**config.mk**
```make
export PLATFORM = sky130hd
export DESIGN_NAME = tga_image_stream_decoder_core
export DESIGN_NICKNAME = d
export VERILOG_FILES = /design/src/rtl/tgad_pkg.sv /design/src/rtl/tgad_parser.sv /design/src/rtl/tgad_queue.sv /design/src/rtl/tgad_out_stage.sv /design/src/rtl/tga_image_stream_decoder_core.sv
export SDC_FILE = /design/constraint.sdc
export NUM_CORES = 1
export LEC_CHECK = 0
export ABC_CLOCK_PERIOD_IN_PS = 12900
export BUFFER_PORTS_ARGS = -buffer_cell sky130_fd_sc_hd__buf_2
export CAP_MARGIN = 10
export CELL_PAD_IN_SITES_DETAIL_PLACEMENT = 1
export CELL_PAD_IN_SITES_GLOBAL_PLACEMENT = 2
export CORE_MARGIN = 1
export CORE_UTILIZATION = 46
export DETAILED_ROUTE_END_ITERATION = 10
export PLACE_DENSITY = 0.82
export RECOVER_POWER = 50
export SLEW_MARGIN = 20
export SYNTH_ARGS = -nofsm -noshare
export SYNTH_HDL_FRONTEND = slang
export SYNTH_SLANG_ARGS = --single-unit
```
**constraint.sdc**
```tcl
create_clock -name clock -period 12.9 [get_ports clock]
set_input_delay 2.58 -clock clock [delete_from_list [all_inputs] [get_ports clock]]
set_output_delay 2.58 -clock clock [all_outputs]
set_load 0.03 [all_outputs]
```
**src/rtl/tgad_pkg.sv**
```systemverilog
// Shared types and constants of the TGA stream decoder.
`default_nettype none

package tgad_pkg;

   // Kinds of result record.
   localparam logic [1:0] KIND_HEADER = 2'd0;
   localparam logic [1:0] KIND_PIXEL  = 2'd1;
   localparam logic [1:0] KIND_ERROR  = 2'd2;

   // Error codes carried by an error record.
   localparam logic [1:0] ERR_NONE      = 2'd0;
   localparam logic [1:0] ERR_BAD_TYPE  = 2'd1;
   localparam logic [1:0] ERR_ZERO_DIM  = 2'd2;
   localparam logic [1:0] ERR_BAD_DEPTH = 2'd3;

   // Depth of the record queue between parser and output stage.
   localparam int QUEUE_DEPTH = 4;
   localparam int QPTR_W      = $clog2(QUEUE_DEPTH);

   // One result record.
   typedef struct packed {
      logic [1:0]  kind;
      logic [1:0]  err;
      logic [15:0] width;
      logic [15:0] height;
      logic [2:0]  pixel_bytes;
      logic        compressed;
      logic [31:0] value;
      logic [7:0]  rep_count;
      logic [31:0] first_index;
      logic        done;
   } record_type;

endpackage

`default_nettype wire

```
**src/rtl/tgad_parser.sv**
```systemverilog
// Front end: byte classifier, header parser and pixel/packet sequencer.
`default_nettype none

module tgad_parser (
   input  wire                  clock,
   input  wire                  reset,
   input  wire                  byte_valid,
   input  wire  [7:0]           byte_data,
   input  wire                  byte_sof,
   output logic                 rec_valid,
   output tgad_pkg::record_type rec_data
);
   import tgad_pkg::*;

   // Parse phases.
   localparam logic [2:0] PH_HEADER   = 3'd0;
   localparam logic [2:0] PH_IDENT    = 3'd1;
   localparam logic [2:0] PH_RAW      = 3'd2;
   localparam logic [2:0] PH_PKT_HEAD = 3'd3;
   localparam logic [2:0] PH_PKT_PIX  = 3'd4;
   localparam logic [2:0] PH_IDLE     = 3'd5;

   // Header byte positions that carry fields.
   localparam logic [4:0] HB_IDENT     = 5'd0;
   localparam logic [4:0] HB_TYPE      = 5'd2;
   localparam logic [4:0] HB_WIDTH_LO  = 5'd12;
   localparam logic [4:0] HB_WIDTH_HI  = 5'd13;
   localparam logic [4:0] HB_HEIGHT_LO = 5'd14;
   localparam logic [4:0] HB_HEIGHT_HI = 5'd15;
   localparam logic [4:0] HB_DEPTH     = 5'd16;
   localparam logic [4:0] HB_LAST      = 5'd17;

   // Image type codes.
   localparam logic [7:0] TYPE_TRUE_RAW = 8'd2;
   localparam logic [7:0] TYPE_GRAY_RAW = 8'd3;
   localparam logic [7:0] TYPE_TRUE_RLE = 8'd10;
   localparam logic [7:0] TYPE_GRAY_RLE = 8'd11;

   localparam logic [7:0] PKT_RUN_BIT  = 8'd128;
   localparam logic [7:0] PKT_RUN_BIAS = 8'd127;

   logic [2:0]  phase_ff, phase_in;
   logic [4:0]  hdr_cnt_ff, hdr_cnt_in;
   logic [7:0]  ident_ff, ident_in;
   logic [7:0]  type_ff, type_in;
   logic [15:0] width_ff, width_in;
   logic [15:0] height_ff, height_in;
   logic [4:0]  depth_ff, depth_in;
   logic [2:0]  bpp_ff, bpp_in;
   logic [31:0] remain_ff, remain_in;
   logic [31:0] counter_ff, counter_in;
   logic [7:0]  pkt_rem_ff, pkt_rem_in;
   logic        pkt_run_ff, pkt_run_in;
   logic [31:0] asm_ff, asm_in;
   logic [1:0]  bip_ff, bip_in;
   logic [31:0] area_ff;

   logic [2:0]  cur_phase;
   logic [4:0]  cur_cnt;
   logic        compressed;
   logic        type_ok;
   logic        depth_ok;
   logic [31:0] asm_gather;
   logic [1:0]  bip_next;
   logic        pix_complete;
   logic        rem_small;
   logic [7:0]  run_rep;
   logic        run_done;
   logic [7:0]  ident_dec;
   logic [7:0]  pkt_dec;

   // Image area, refreshed every cycle; stable by the last header byte.
   always_ff @(posedge clock) begin
      area_ff <= 32'(width_ff) * 32'(height_ff);
   end

   // Shared decode of the current state.
   always_comb begin
      cur_phase    = byte_sof ? PH_HEADER : phase_ff;
      cur_cnt      = byte_sof ? 5'd0 : hdr_cnt_ff;
      compressed   = (type_ff == TYPE_TRUE_RLE) || (type_ff == TYPE_GRAY_RLE);
      type_ok      = (type_ff == TYPE_TRUE_RAW) || (type_ff == TYPE_GRAY_RAW) || compressed;
      depth_ok     = (depth_ff == 5'd1) || (depth_ff == 5'd3) || (depth_ff == 5'd4);
      asm_gather   = asm_ff | ({24'd0, byte_data} << {bip_ff, 3'b000});
      bip_next     = bip_ff + 2'd1;
      pix_complete = (bip_next == bpp_ff[1:0]);
      // A run is clipped only when fewer pixels than its length remain.
      rem_small    = (remain_ff[31:8] == 24'd0);
      run_rep      = (rem_small && (remain_ff[7:0] < pkt_rem_ff)) ? remain_ff[7:0]
                                                                  : pkt_rem_ff;
      run_done     = rem_small && (remain_ff[7:0] <= pkt_rem_ff);
      ident_dec    = ident_ff - 8'd1;
      pkt_dec      = pkt_rem_ff - 8'd1;
   end

   // Next state and result record for the accepted byte.
   always_comb begin
      phase_in   = phase_ff;
      hdr_cnt_in = hdr_cnt_ff;
      ident_in   = ident_ff;
      type_in    = type_ff;
      width_in   = width_ff;
      height_in  = height_ff;
      depth_in   = depth_ff;
      bpp_in     = bpp_ff;
      remain_in  = remain_ff;
      counter_in = counter_ff;
      pkt_rem_in = pkt_rem_ff;
      pkt_run_in = pkt_run_ff;
      asm_in     = asm_ff;
      bip_in     = bip_ff;

      rec_valid            = 1'b0;
      rec_data             = '0;
      rec_data.kind        = KIND_PIXEL;
      rec_data.width       = width_ff;
      rec_data.height      = height_ff;
      rec_data.pixel_bytes = bpp_ff;
      rec_data.compressed  = compressed;
      rec_data.value       = asm_gather;
      rec_data.rep_count   = 8'd1;
      rec_data.first_index = counter_ff;
      rec_data.done        = (remain_ff == 32'd1);

      if (byte_valid) begin
         phase_in   = cur_phase;
         hdr_cnt_in = cur_cnt;
         unique case (cur_phase)
            PH_HEADER: begin
               case (cur_cnt)
                  HB_IDENT:     ident_in         = byte_data;
                  HB_TYPE:      type_in          = byte_data;
                  HB_WIDTH_LO:  width_in[7:0]    = byte_data;
                  HB_WIDTH_HI:  width_in[15:8]   = byte_data;
                  HB_HEIGHT_LO: height_in[7:0]   = byte_data;
                  HB_HEIGHT_HI: height_in[15:8]  = byte_data;
                  HB_DEPTH:     depth_in         = byte_data[7:3];
                  default:      ;
               endcase
               if (cur_cnt >= HB_LAST) begin
                  hdr_cnt_in           = 5'd0;
                  rec_valid            = 1'b1;
                  rec_data.value       = '0;
                  rec_data.rep_count   = '0;
                  rec_data.first_index = '0;
                  rec_data.done        = 1'b0;
                  if (!type_ok || width_ff == 16'd0 || height_ff == 16'd0 || !depth_ok) begin
                     rec_data.kind        = KIND_ERROR;
                     rec_data.pixel_bytes = '0;
                     rec_data.compressed  = 1'b0;
                     if (!type_ok) begin
                        rec_data.err = ERR_BAD_TYPE;
                     end else if (width_ff == 16'd0 || height_ff == 16'd0) begin
                        rec_data.err = ERR_ZERO_DIM;
                     end else begin
                        rec_data.err = ERR_BAD_DEPTH;
                     end
                     phase_in = PH_IDLE;
                  end else begin
                     rec_data.kind        = KIND_HEADER;
                     rec_data.pixel_bytes = depth_ff[2:0];
                     bpp_in               = depth_ff[2:0];
                     remain_in            = area_ff;
                     counter_in           = '0;
                     asm_in               = '0;
                     bip_in               = '0;
                     if (ident_ff != 8'd0) begin
                        phase_in = PH_IDENT;
                     end else begin
                        phase_in = compressed ? PH_PKT_HEAD : PH_RAW;
                     end
                  end
               end else begin
                  hdr_cnt_in = cur_cnt + 5'd1;
               end
            end
            PH_IDENT: begin
               ident_in = ident_dec;
               if (ident_dec == 8'd0) begin
                  phase_in = compressed ? PH_PKT_HEAD : PH_RAW;
               end
            end
            PH_RAW, PH_PKT_PIX: begin
               if (pix_complete) begin
                  rec_valid = 1'b1;
                  asm_in    = '0;
                  bip_in    = '0;
                  if (cur_phase == PH_PKT_PIX && pkt_run_ff) begin
                     rec_data.rep_count = run_rep;
                     rec_data.done      = run_done;
                     pkt_rem_in         = '0;
                     phase_in           = PH_PKT_HEAD;
                  end else if (cur_phase == PH_PKT_PIX) begin
                     pkt_rem_in = pkt_dec;
                     phase_in   = (pkt_dec == 8'd0) ? PH_PKT_HEAD : PH_PKT_PIX;
                  end
                  counter_in = counter_ff + 32'(rec_data.rep_count);
                  remain_in  = remain_ff - 32'(rec_data.rep_count);
                  if (rec_data.done) begin
                     phase_in = PH_IDLE;
                  end
               end else begin
                  asm_in = asm_gather;
                  bip_in = bip_next;
               end
            end
            PH_PKT_HEAD: begin
               if (byte_data < PKT_RUN_BIT) begin
                  pkt_run_in = 1'b0;
                  pkt_rem_in = byte_data + 8'd1;
               end else begin
                  pkt_run_in = 1'b1;
                  pkt_rem_in = byte_data - PKT_RUN_BIAS;
               end
               asm_in   = '0;
               bip_in   = '0;
               phase_in = PH_PKT_PIX;
            end
            default: ;
         endcase
      end
   end

   // Control state.
   always_ff @(posedge clock) begin
      if (reset) begin
         phase_ff   <= PH_HEADER;
         hdr_cnt_ff <= '0;
      end else begin
         phase_ff   <= phase_in;
         hdr_cnt_ff <= hdr_cnt_in;
      end
   end

   // Header fields, counters and pixel assembly.
   always_ff @(posedge clock) begin
      ident_ff   <= ident_in;
      type_ff    <= type_in;
      width_ff   <= width_in;
      height_ff  <= height_in;
      depth_ff   <= depth_in;
      bpp_ff     <= bpp_in;
      remain_ff  <= remain_in;
      counter_ff <= counter_in;
      pkt_rem_ff <= pkt_rem_in;
      pkt_run_ff <= pkt_run_in;
      asm_ff     <= asm_in;
      bip_ff     <= bip_in;
   end

endmodule

`default_nettype wire

```
**src/rtl/tgad_queue.sv**
```systemverilog
// Short record queue between the parser and the output stage.
`default_nettype none

module tgad_queue (
   input  wire                  clock,
   input  wire                  reset,
   input  wire                  push,
   input  tgad_pkg::record_type push_data,
   output logic                 full,
   output logic                 head_valid,
   output tgad_pkg::record_type head_data,
   input  wire                  pop
);
   import tgad_pkg::*;

   record_type          mem_ff [QUEUE_DEPTH];
   logic [QPTR_W-1:0]   wr_ptr_ff;
   logic [QPTR_W-1:0]   rd_ptr_ff;
   logic [QPTR_W:0]     count_ff;
   logic                do_push;
   logic                do_pop;

   assign full       = (count_ff == (QPTR_W + 1)'(QUEUE_DEPTH));
   assign head_valid = (count_ff != '0);
   assign head_data  = mem_ff[rd_ptr_ff];
   assign do_push    = push && !full;
   assign do_pop     = pop && head_valid;

   // Storage.
   always_ff @(posedge clock) begin
      if (do_push) begin
         mem_ff[wr_ptr_ff] <= push_data;
      end
   end

   // Pointers and fill count.
   always_ff @(posedge clock) begin
      if (reset) begin
         wr_ptr_ff <= '0;
         rd_ptr_ff <= '0;
         count_ff  <= '0;
      end else begin
         if (do_push) begin
            wr_ptr_ff <= wr_ptr_ff + QPTR_W'(1);
         end
         if (do_pop) begin
            rd_ptr_ff <= rd_ptr_ff + QPTR_W'(1);
         end
         if (do_push && !do_pop) begin
            count_ff <= count_ff + (QPTR_W + 1)'(1);
         end else if (do_pop && !do_push) begin
            count_ff <= count_ff - (QPTR_W + 1)'(1);
         end
      end
   end

endmodule

`default_nettype wire

```
**src/rtl/tgad_out_stage.sv**
```systemverilog
// Back end: output register that formats records into result beats.
`default_nettype none

module tgad_out_stage (
   input  wire                  clock,
   input  wire                  reset,
   input  wire                  head_valid,
   input  tgad_pkg::record_type head_data,
   output logic                 pop,
   output logic                 rsp_tvalid,
   input  wire                  rsp_tready,
   output logic [111:0]         rsp_tdata,
   output logic [1:0]           rsp_tuser,
   output logic                 rsp_tlast
);
   import tgad_pkg::*;

   logic       valid_ff;
   record_type rec_ff;

   // Load a new record whenever the register is empty or being drained.
   assign pop = head_valid && (!valid_ff || rsp_tready);

   always_ff @(posedge clock) begin
      if (reset) begin
         valid_ff <= 1'b0;
      end else if (!valid_ff || rsp_tready) begin
         valid_ff <= head_valid;
      end
   end

   always_ff @(posedge clock) begin
      if (pop) begin
         rec_ff <= head_data;
      end
   end

   // Beat packing, highest field first.
   assign rsp_tvalid = valid_ff;
   assign rsp_tdata  = {2'b00, rec_ff.first_index, rec_ff.rep_count, rec_ff.value,
                        rec_ff.compressed, rec_ff.pixel_bytes, rec_ff.height,
                        rec_ff.width, rec_ff.err};
   assign rsp_tuser  = rec_ff.kind;
   assign rsp_tlast  = rec_ff.done;

endmodule

`default_nettype wire

```
**src/rtl/tga_image_stream_decoder_core.sv**
```systemverilog
// Top level of the TGA stream decoder.
`default_nettype none

// Decodes a TGA file that arrives one byte per beat on the req channel and
// gives header, error and pixel records on the rsp channel. A byte is taken
// every cycle while the queue is not full; the parser finishes each byte in
// the cycle it is accepted and writes its record, if any, into a four-entry
// queue, from which an output register feeds the rsp channel, one record
// per cycle while rsp_tready is high. A record reaches rsp through the
// queue and the output register. req_tready drops only while the queue is
// full, that is while rsp is stalled. After an error or a finished image,
// bytes are swallowed until req_tuser marks the first byte of a new file.
// Run packets give one record with a repeat count, clipped at image end.
module tga_image_stream_decoder_core (
   input  wire          clock,
   input  wire          reset,
   input  wire          req_tvalid,
   output logic         req_tready,
   input  wire  [7:0]   req_tdata,   // file_byte
   input  wire          req_tuser,   // start_of_file
   output logic         rsp_tvalid,
   input  wire          rsp_tready,
   // error_code[1:0], image_width[17:2], image_height[33:18],
   // pixel_bytes[36:34], is_compressed[37], pixel_value[69:38],
   // repeat_count[77:70], first_pixel_index[109:78], zero fill[111:110]
   output logic [111:0] rsp_tdata,
   output logic [1:0]   rsp_tuser,   // record_kind
   output logic         rsp_tlast    // image_done
);
   import tgad_pkg::*;

   logic       q_full;
   logic       accept;
   logic       rec_valid;
   record_type rec_data;
   logic       head_valid;
   record_type head_data;
   logic       pop;

   assign req_tready = !q_full;
   assign accept     = req_tvalid && req_tready;

   tgad_parser u_parser (
      .clock      (clock),
      .reset      (reset),
      .byte_valid (accept),
      .byte_data  (req_tdata),
      .byte_sof   (req_tuser),
      .rec_valid  (rec_valid),
      .rec_data   (rec_data)
   );

   tgad_queue u_queue (
      .clock      (clock),
      .reset      (reset),
      .push       (rec_valid),
      .push_data  (rec_data),
      .full       (q_full),
      .head_valid (head_valid),
      .head_data  (head_data),
      .pop        (pop)
   );

   tgad_out_stage u_out (
      .clock      (clock),
      .reset      (reset),
      .head_valid (head_valid),
      .head_data  (head_data),
      .pop        (pop),
      .rsp_tvalid (rsp_tvalid),
      .rsp_tready (rsp_tready),
      .rsp_tdata  (rsp_tdata),
      .rsp_tuser  (rsp_tuser),
      .rsp_tlast  (rsp_tlast)
   );

endmodule

`default_nettype wire

```
==> results.md <==
- Outcome: finished, violations left
- Violated checks: capacitance limit, slew limit
- CTS tree: built
- Setup TNS: 0 ns
- WP buf/inv: 1
- Clk Latency, worst-skew pair: 0.67 ns
- Die height: 292 µm
- Clock Tree Root: clkbuf_16
- Yosys warns: 0
- Delay-heaviest family, CP: buffers and inverters
- DIE AREA: 85400 µm²
- Avg Inst Size Synth: 14.1 µm²
- Crit-path cells: clkbuf_1, mux4_2
- Vias in the first global route: 25000
- Total power: 6.51 mW
- Layout Nets: 3231
- Leakage: 16.3 nW
- Part of the Yosys area used for sequential elements: 58.9%
- Total GRT Usage: 22.6%
- Post-Layout Cell Count: 4021
- Worst slack, placed: 5.78 ns
- Worst-path maximum fanout: 78
- Main flop type after synthesis: edfxtp_1
- Area after DPL: 40600 µm²
- Min Hold Slack: 0.493 ns
- Ys async rst share: 0%
- Postcts setup bufs: 0
- First-pass GRT wire length: 148000 µm
- DRT iter0 DRCs: 1396
- Final Critical Period: 8.41 ns
- Avg WL per Cell: 23.4 µm
- Post-CTS sizing: 0
- Fillers: 8195
- Starting density of the core: 46.4%
- Worst-margin pin slew: 6.85 ns
- Grt ovf: 0
- FP Rows: 106
- Vias: 22300
- Cell area after synthesis: 38700 µm²
- Detail Placement HPWL: 62300 µm
- Design area: 43200 µm²
- Power Density: 151 nW/µm²
- CTS clk-pin slew, worst paths: 0.06 ns
- Syn Inst Count: 2741
- Critical Path AT: 8.74 ns
- Final setup margin: 4.49 ns
- Max incr delay on CP: 4.89 ns
- IO Count: 130
- H-Tree Depth: 3
- Share of cells above drive strength 1: 9.22%
- Post-Route WL: 94100 µm
- DIE WIDTH: 292 µm
- Port Buffer Count: 127
- Worst EP required: 13.23 ns
- Register bit total from synthesis: 775
- Clock sinks: 775
- Maximum root-to-sink buffer count: 3
- Number of synthesized flops with an enable pin: 727
- Worst min path class: register to register
- Dpl cells: 3874
- Final core area utilization: 51.8%
- Drt pass-1 iters: 5
- Antenna-violating nets left: 0
- Hold Vio Cnt, Final: 0
- Max Freq: 119 MHz
- P&R area growth vs syn: 11.5%
- GP Congestion: 0.816
- RSZ-0062 raised after global routing: no
- Largest net degree at the start of global routing: 91
- Final setup fails: 0
- Crit end category: register
- Period utilization: 65.2%
- Final Max Tran Viols: 401
- MaxCap Viol Count: 10
- Residual DRC: 0
- Netlist cell types: 70
- Core Footprint: 83400 µm²
- Number of antenna violations at the first check in global routing: 2
- Startpoint types: register
- CP Class: register to register
- CTS Hold Bufs: 0
- CTS buffer count: 81
- Critical Path Slowest Stage Cell: clkbuf_1
- Max VDD drop: 120 µV
- Fin Clk Skew: 0.0500 ns
- Slew headroom: -357%
- Vias per Instance: 5.55
## kinds of logic after synthesis
| group | after synthesis | share of synthesized area [%] |
|---|---|---|
| DFF | 775 | 58.9 |
| other | 1 | 0.00968 |
| buffers and inverters | 390 | 3.80 |
| AOI/OAI and AO/OA | 249 | 3.82 |
| xor gates and xnor gates | 100 | 2.26 |
| and+or+nand+nor | 763 | 9.61 |
| adders and majority gates | 341 | 14.8 |
| muxes | 122 | 6.81 |
## cells in the mapped netlist (3+ instances only)
library cell | count | share of area (%)
and2_1 | 160 | 2.6
clkbuf_1 | 89 | 0.86
nor2_1 | 175 | 1.7
o22ai_1 | 3 | 0.048
o21a_1 | 5 | 0.097
nor4_1 | 14 | 0.23
nand3b_1 | 5 | 0.097
nor3b_1 | 7 | 0.14
nand4_1 | 8 | 0.13
nor4b_1 | 4 | 0.090
o21bai_1 | 7 | 0.14
nand2b_1 | 13 | 0.21
a22oi_1 | 4 | 0.078
and3_1 | 13 | 0.21
dfxtp_1 | 48 | 2.5
nor2b_1 | 16 | 0.26
a21o_1 | 9 | 0.17
xnor2_1 | 66 | 1.5
inv_1 | 277 | 2.7
buf_1 | 20 | 0.19
or2_2 | 7 | 0.11
a21oi_1 | 85 | 1.1
nand3_1 | 26 | 0.34
o21ai_1 | 10 | 0.13
o21ai_0 | 75 | 0.97
nand4b_1 | 7 | 0.16
a31oi_1 | 7 | 0.11
xor2_1 | 34 | 0.77
or3_1 | 7 | 0.11
nand2_1 | 257 | 2.5
fa_1 | 197 | 10
edfxtp_1 | 727 | 56
ha_1 | 144 | 4.7
nor3_1 | 29 | 0.37
a211oi_1 | 14 | 0.27
a41o_1 | 3 | 0.078
a21boi_0 | 5 | 0.097
mux4_2 | 113 | 6.6
o31ai_1 | 6 | 0.12
mux2i_1 | 8 | 0.21
## power by group
part	switching, mW	total [mW]	leakage, nW	internal [mW]
clock network	1.01	2.45	1.36	1.44
registers	0.108	3.10	7.63	2.99
logic	0.676	0.960	7.28	0.285
total	1.79	6.51	16.3	4.72
## sequential cells by signal, summed over array words and instances (netlist names), 7 cells and up
name and count:
u_parser.width_ff 16, u_parser.remain_ff 32, u_parser.asm_ff 32, u_out.rsp_tdata 110
u_queue.mem_ff 452, u_parser.type_ff 7, u_parser.ident_ff 8, u_parser.height_ff 16
u_parser.counter_ff 32, u_parser.pkt_rem_ff 8, u_parser.area_ff 32
## final timing paths
kind / cells past startpoint / slack [ns] / end / from
setup / recovery: 2 / 4.49 / u_out.rsp_tdata[9] / u_queue.rd_ptr_ff[0]
hold / removal: 0 / 0.49 / u_parser.bpp_ff[1] / u_parser.depth_ff[1]
setup reg to reg: 2 / 4.49 / u_out.rsp_tdata[9] / u_queue.rd_ptr_ff[0]
hold reg to reg: 0 / 0.49 / u_parser.bpp_ff[1] / u_parser.depth_ff[1]
## metal layers
layer	routed length (µm)	track usage, %
met1	40100	29.9
met2	47900	39.4
met3	4180	3.01
met4	1900	5.94
met5	0	0
## layout by cell type (no fill, tap or decap), types with 14 or more instances in the layout
cell,instances
nand2_1,257
clkinv_1,16
buf_4,15
and2_1,146
o21ai_0,75
edfxtp_1,727
nor4_1,14
nor2_1,175
nor3_1,29
nor2b_1,16
fa_1,197
mux4_2,113
ha_1,144
clkbuf_16,82
inv_1,276
a21oi_1,83
xnor2_1,66
dfxtp_1,47
xor2_1,34
nand3_1,26
a211oi_1,14
clkbuf_1,163
## worst reg2reg max path, delay by kind of cell (launching register included)
| family | cells | cell delay (ns) |
|---|---|---|
| buffers and inverters | 1 | 4.96 |
| multiplexers | 1 | 1.07 |
| flip-flops | 1 | 2.06 |
## final cells by class
type,count,area (µm²),area share (%)
clock buffer,99,2140,4.95
tap,1080,1350,3.13
multi-input combinational,1577,14500,33.6
sequential,775,22800,52.8
antenna,1,2.50,0.00579
clock inverter,47,683,1.58
timing repair buffer,164,673,1.56
inverter,278,1040,2.42
No activity file was read; power rests on OpenSTA's default activity.
